### config.mk
export PLATFORM = sky130hd
export DESIGN_NAME = sfc_fifo
export DESIGN_NICKNAME = d
export VERILOG_FILES = /design/src/sv/sfc_pkg.sv /design/src/sv/sfc_fifo.sv
export SDC_FILE = /design/constraint.sdc
export NUM_CORES = 1
export LEC_CHECK = 0
export CAP_MARGIN = 0
export CORE_MARGIN = 2
export CORE_UTILIZATION = 63
export DETAILED_ROUTE_END_ITERATION = 10
export DONT_BUFFER_PORTS = 1
export PLACE_DENSITY_LB_ADDON = 0.2
export SYNTH_ARGS = -nofsm -noshare
export SYNTH_HDL_FRONTEND = slang
export SYNTH_SLANG_ARGS = --single-unit
### constraint.sdc
create_clock -name clk -period 4.8 [get_ports clk]
set_clock_uncertainty 0.2 [all_clocks]
set_input_delay 0.48 -clock clk [delete_from_list [all_inputs] [get_ports clk]]
set_output_delay 0.48 -clock clk [all_outputs]
set_load 0.05 [all_outputs]
### src/sv/sfc_pkg.sv
// Shared types, codes and constants of the sphere frustum cull block.
// No dependencies; every other file but sfc_if imports this package.
package sfc_pkg;

	localparam int FRAC_BITS = 16;
	localparam int NUM_ROWS  = 3;
	localparam int NUM_CFG   = 6;
	localparam int QDEPTH    = 4;
	localparam int QPTR_W    = $clog2(QDEPTH);

	// register indexes on the config port
	typedef enum logic [2:0] {
		CFG_NEAR   = 3'd0,
		CFG_FAR    = 3'd1,
		CFG_RIGHT  = 3'd2,
		CFG_LEFT   = 3'd3,
		CFG_TOP    = 3'd4,
		CFG_BOTTOM = 3'd5
	} cfg_idx_t;

	typedef enum logic {
		KIND_LOAD = 1'b0,
		KIND_TEST = 1'b1
	} kind_t;

	typedef enum logic [2:0] {
		HIT_NONE  = 3'd0,
		HIT_LEFT  = 3'd1,
		HIT_RIGHT = 3'd2,
		HIT_FAR   = 3'd3,
		HIT_NEAR  = 3'd4
	} hit_t;

	typedef enum logic [3:0] {
		PL_IDLE, PL_FMUL, PL_FDIV, PL_FSTORE,
		PL_EDGE, PL_EFIT, PL_XMUL, PL_XSUB,
		PL_CSHR, PL_CSHL, PL_SQMUL, PL_SQSUM,
		PL_SQRT, PL_NLOAD, PL_NDIV, PL_NSTORE
	} pl_state_t;

	localparam logic signed [31:0] ONE_Q      = 32'(1) << FRAC_BITS;
	localparam logic [30:0]        NEAR_RST   = 31'(1) << FRAC_BITS;
	localparam logic [30:0]        FAR_RST    = 31'(100) << FRAC_BITS;
	localparam logic signed [31:0] POS_RST    = 32'(1) << FRAC_BITS;
	localparam logic signed [31:0] NEG_RST    = -(32'(1) << FRAC_BITS);

	typedef struct packed {
		logic        we;
		logic [2:0]  index;
		logic [31:0] data;
	} cfg_wr_t;

	// view-space sphere: centre and radius
	typedef struct packed {
		logic signed [31:0] x;
		logic signed [31:0] y;
		logic signed [31:0] z;
		logic signed [31:0] r;
	} point_t;

	// left, right, far, near planes; x, y, z components
	typedef struct {
		logic signed [31:0] nrm [4][3];
		logic signed [31:0] anc [4][3];
	} planes_t;

endpackage

### src/sv/sfc_fifo.sv
// Short queue of view-space spheres between front and back.
// Depends on sfc_pkg.
module sfc_fifo (
	input  logic            clk,
	input  logic            arst_n,
	input  logic            push_valid,
	output logic            push_ready,
	input  sfc_pkg::point_t push_data,
	output logic            pop_valid,
	input  logic            pop_ready,
	output sfc_pkg::point_t pop_data
);
	import sfc_pkg::*;

	point_t            mem_q [QDEPTH];
	logic [QPTR_W-1:0] wp_q, rp_q;
	logic [QPTR_W:0]   count_q;
	logic              push, pop;

	assign push_ready = count_q != (QPTR_W + 1)'(QDEPTH);
	assign pop_valid  = count_q != '0;
	assign push       = push_valid && push_ready;
	assign pop        = pop_valid && pop_ready;
	assign pop_data   = mem_q[rp_q];

	always_ff @(posedge clk or negedge arst_n) begin
		if (!arst_n) begin
			wp_q    <= '0;
			rp_q    <= '0;
			count_q <= '0;
		end else begin
			if (push)
				wp_q <= wp_q + 1'b1;
			if (pop)
				rp_q <= rp_q + 1'b1;
			if (push && !pop)
				count_q <= count_q + 1'b1;
			else if (pop && !push)
				count_q <= count_q - 1'b1;
		end
	end

	always_ff @(posedge clk) begin
		if (push)
			mem_q[wp_q] <= push_data;
	end

endmodule

== Yosys cells after proc, flatten, opt, wreduce, memory -nomap -nowiden ==
Memories as Yosys holds them, arrays and structs flattened.
Cells that the tools add are included.

* Bits in registers: 7
* Memory bits (writable): 512
* Input port bits: 132
* Output and inout bits: 130
* Memories: 1

{| class="wikitable"
|+ Memory list
! memory !! words !! width !! rd ports !! clocked after Yosys merged registers in !! write ports !! RTL line !! text
|-
| mem_q || 4 || 128 || 1 || 0 || 1 || sfc_fifo.sv:15 || <nowiki>point_t mem_q [QDEPTH];</nowiki>
|}

* Add/subtract/negate cells: 4
* Eq/ne operators: 1
* Multiplexer cells: 4
* Reductions and logical operators: 8

{| class="wikitable"
|+ Operators with widths
! cell !! number
|-
| 2-to-1 mux 3 bit || 2
|-
| adder 2 x 1 -> 2 bit, second input constant || 2
|-
| logical AND 1 bit || 4
|-
| adder 3 x 1 -> 3 bit, second input constant || 1
|-
| inequality test 3 bit, second input constant || 1
|-
| nonzero test 3 bit || 1
|-
| subtractor 3 x 1 -> 3 bit, second input constant || 1
|-
| logical NOT 1 bit || 2
|-
| 2-to-1 mux 1 bit || 2
|-
| nonzero test 2 bit || 1
|}

== Longest topological paths before layout ==
* Depth after elaboration: 6
* Gate-level depth with buffers: 8

== Least setup slack after synthesis ==
OpenSTA, ideal clock, no wires.

* Path type: input -> register
* Start: input push_valid
* End: memory mem_q[2][0] (netlist name), enable pin
* Setup time: 502 ps
* Arrival time: 3727 ps
* Data required time: 4098 ps
* Slack: 371 ps
* Stages on the path: 2
* Buffers on the path: 0
* Cells stage by stage: a21boi_2 -> and2_1

* Word-level cells in the longest chain between the ends: 3

{| class="wikitable"
|+ Ends and longest elaborated chain
! what !! RTL line !! text
|-
| from (decl) || sfc_fifo.sv:6 || <nowiki>input logic push_valid,</nowiki>
|-
| logical AND 1 bit || sfc_fifo.sv:22 || <nowiki>assign push = push_valid && push_ready;</nowiki>
|-
| 2-to-1 mux 1 bit || sfc_fifo.sv:44 || <nowiki>if (push)</nowiki>
|-
| 2-to-1 mux 1 bit (not written as such) || sfc_fifo.sv:45 || <nowiki>mem_q[wp_q] <= push_data;</nowiki>
|-
| to (decl) || sfc_fifo.sv:15 ||
|}

Every way passes these cells.

==> flow_summary.ini <==
[outcome]
run_status = finished, final reports clean

[critical_path]
path_delay_family = flip-flops
crit_required_ns = 4.12
crit-reg2reg-capture = mem_q[3][57]
crit_buf_inv = 1
r2r_setup_slack_ns = 1.96
critPathKind = reg -> out
rr_worst_depth = 4
cp_max_fo = 74
worstSetupEndpointType = output pin
r2r-start = count_q[0]
critPathSlowestCell = sky130_fd_sc_hd__dfrtp_4
timing.critical_path.cells = buf_12 -> mux4_2
max_stage_delay_ns = 1.13
setup.worst_path.start_class = register
critPathArrivalTime_ns = 2.72

[timing]
final.period_utilization_pct = 70.8
fmax_mhz = 294
worst_slew_pin_tran_ns = 1.12
grt_setup_unrepaired = no
timing.setup.tns_ns = 0
finalWorstPathRequiredPeriod_ns = 3.40
slew_violations = 0
maxSlewHeadroom_pct = 25.2
timing.final.hold_violations = 0
report.final.setup_viol = 0

[detailed_routing]
post_drt_via_cell_ratio = 6.20
detail_route.drc_violations = 0
routed-via-count = 8079
detail_route.iter0.violations = 697
antenna_violating_nets_post_route = 0
drt_wl_total_um = 35300
wl_per_cell_um = 27.1
drt-pass1-iter-count = 5

[power_and_ir_drop]
share_of_total_power_in_combinational_logic_pct = 34.8
power.leakage_uw = 0.00714
switching_power_uw = 6100
power.density_nw_per_um2 = 711
seq_power_share_pct = 40.6
ir_drop_mv = 0.615
clock_power_share_pct = 24.6
p_int_uw = 9750
sw_frac_of_total_pct = 38.5

[clock_network]
cts.reportedPaths.clkPinSlew_ns = 0.06
cts_hold_repair.buffers = 130
cts_setup_buffers = 0
tritoncts = yes
clock-sinks = 519
insertion_delay_ns = 0.53
cts_buffers = 50
clockRootBuffer = sky130_fd_sc_hd__clkbuf_16
cts_max_level = 2
postCtsResizedCells = 0
cts-root-to-sink-buffers = 3

[placement]
placed_cells_incl_taps = 1078
gpl.final_weighted_congestion = 0.760
numPortBuffers = 0
place_hpwl_um = 19700

[die]
placeableCoreArea_sq_um = 29600
die_area_sq_um = 31400
rows = 63
initial_utilization_pct = 63.9
ioPinCount = 262
die-height_um = 177
die_w_um = 177

[yosys]
synthesis.nets = 842
synthesis.instances = 704
post_synth.cell_area_avg_sq_um = 26.8
synth.yosys.warnings = 0
synth_top_family_by_area = multiplexers
syn-cell-area_sq_um = 18900
unique_cell_type_count_in_the_yosys_netlist = 20
synth-compound-area-share_pct = 0.0596
synthMuxAreaShare_pct = 15.4
synth_fa_ha_area_share_pct = 0.437
synthXorXnorAreaFrac_pct = 0.278
synth_seq_area_share_pct = 82.4
yosys_register_bits = 519
synth_simple_gate_area_share_pct = 0.272

[cells_and_area]
instances_no_fill = 1304
fillers = 1543
nets = 1008
drive_gt1_share_pct = 24.3
area_delta_synth_final_pct = 18.0
final_core_area_utilization_pct = 75.4

[grt]
grt_start_max_net_pins = 79
number_of_global_route_vias_before_repair = 8636
grt_first_pass_wirelength_um = 53300
global_route.overflow_total = 0
grt_use_total_pct = 23.0
grt_antenna_before_repair = 4

[run]
max_cap_viol_count = 0

[hold_path]
hold_crit_class = in -> async
## stage by stage
step                setup slack, ns  power (uW)  hold WS (ns)  cell area (sq um)
floorplan                     0.371       11300       -0.0156              18900
global placement               1.93       11800       -0.0149              19300
detailed placement             1.90       12000       -0.0149              19300
CTS                            1.32       16000        0.0696              22300
global route                   1.23       16400        0.0853              22300
finish                         1.40       15900        0.0830              22300
## power by group through the flow
stage          logic (uW)  clock network (uW)  registers [uW]
2_1_floorplan        4990                   0            6320
3_3_place_gp         5380                   0            6470
3_5_place_dp         5430                   0            6530
4_1_cts              5580                3950            6450
5_1_grt              5740                4130            6530
6_report             5510                3900            6440
## cell type report
type | count | area (sq um) | area share [%]
Timing Repair Buffer | 143 | 1450 | 6.50
Antenna cell | 4 | 10.0 | 0.0449
Tap cell | 390 | 488 | 2.19
Clock buffer | 62 | 1360 | 6.10
Sequential cell | 519 | 15600 | 69.8
Clock inverter | 30 | 294 | 1.32
Inverter | 3 | 11.3 | 0.0505
Multi-Input combinational cell | 153 | 3110 | 14.0
## cell usage in the layout (no fill, tap or decap), types with 6 or more instances in the layout
cell type                         n
sky130_fd_sc_hd__clkbuf_1         9
sky130_fd_sc_hd__clkbuf_16       53
sky130_fd_sc_hd__buf_4            9
sky130_fd_sc_hd__dlygate4sd3_1  130
sky130_fd_sc_hd__mux4_2         128
sky130_fd_sc_hd__bufinv_16        6
sky130_fd_sc_hd__clkinv_2         9
sky130_fd_sc_hd__clkinv_1        12
sky130_fd_sc_hd__edfxtp_1       512
## synth_stat cells
cell / number / share of area [%]
sky130_fd_sc_hd__edfxtp_1: 512 / 81
sky130_fd_sc_hd__mux4_2: 128 / 15
sky130_fd_sc_hd__buf_2: 15 / 0.40
sky130_fd_sc_hd__buf_6: 10 / 0.60
sky130_fd_sc_hd__dfrtp_1: 7 / 0.93
sky130_fd_sc_hd__ha_1: 5 / 0.33
sky130_fd_sc_hd__and2_1: 4 / 0.13
sky130_fd_sc_hd__xnor2_1: 4 / 0.19
sky130_fd_sc_hd__inv_1: 3 / 0.060
sky130_fd_sc_hd__clkbuf_1: 2 / 0.040
sky130_fd_sc_hd__mux2_2: 2 / 0.12
sky130_fd_sc_hd__nand2_1: 2 / 0.040
sky130_fd_sc_hd__nor2_1: 2 / 0.040
sky130_fd_sc_hd__xor2_1: 2 / 0.093
sky130_fd_sc_hd__a21boi_2: 1 / 0.060
sky130_fd_sc_hd__buf_4: 1 / 0.040
sky130_fd_sc_hd__buf_8: 1 / 0.079
sky130_fd_sc_hd__fa_1: 1 / 0.11
sky130_fd_sc_hd__nand3_1: 1 / 0.026
sky130_fd_sc_hd__or3_1: 1 / 0.033
## worst max path at each step
stage	endpoint	depth (start not counted)	slack, ns	startpoint
after CTS	pop_data[93]	2	1.32	rp_q[0]
final	pop_data[103]	2	1.40	rp_q[1]
after detailed placement	mem_q[0][61]	4	1.90	count_q[0]
after global routing	pop_data[72]	2	1.23	rp_q[0]
after global placement	pop_data[72]	2	1.93	rp_q[0]
after floorplan	mem_q[2][0]	2	0.37	push_valid
## sequential cells by signal (all words and copies together) (netlist names)
signal,count
rp_q,2
mem_q,512
count_q,3
wp_q,2
## cell families (layout without fill, tap and decap cells)
group                    count (synthesis)  after routing
flip-flops                             519            519
multiplexers                           130            130
buffers and inverters                   32            238
AND/OR/NAND/NOR                         10             10
adder cells (fa/ha/maj)                  6              6
XOR/XNOR                                 6              6
AO/OA/AOI/OAI                            1              1
other                                    0              4
## per-layer routing
layer / vias up / wire (um) / share of wire [%] / global-route usage, %
met1: 4277 / 13400 / 38 / 30.9
met4: 2 / 715 / 2.0 / 5.82
li1: 3389 / - / - / -
met3: 54 / 3340 / 9.4 / 6.81
met2: 357 / 17900 / 51 / 37.8
met5: - / 13 / 0.037 / 0
Note: power is estimated with default switching activity, not from simulation.
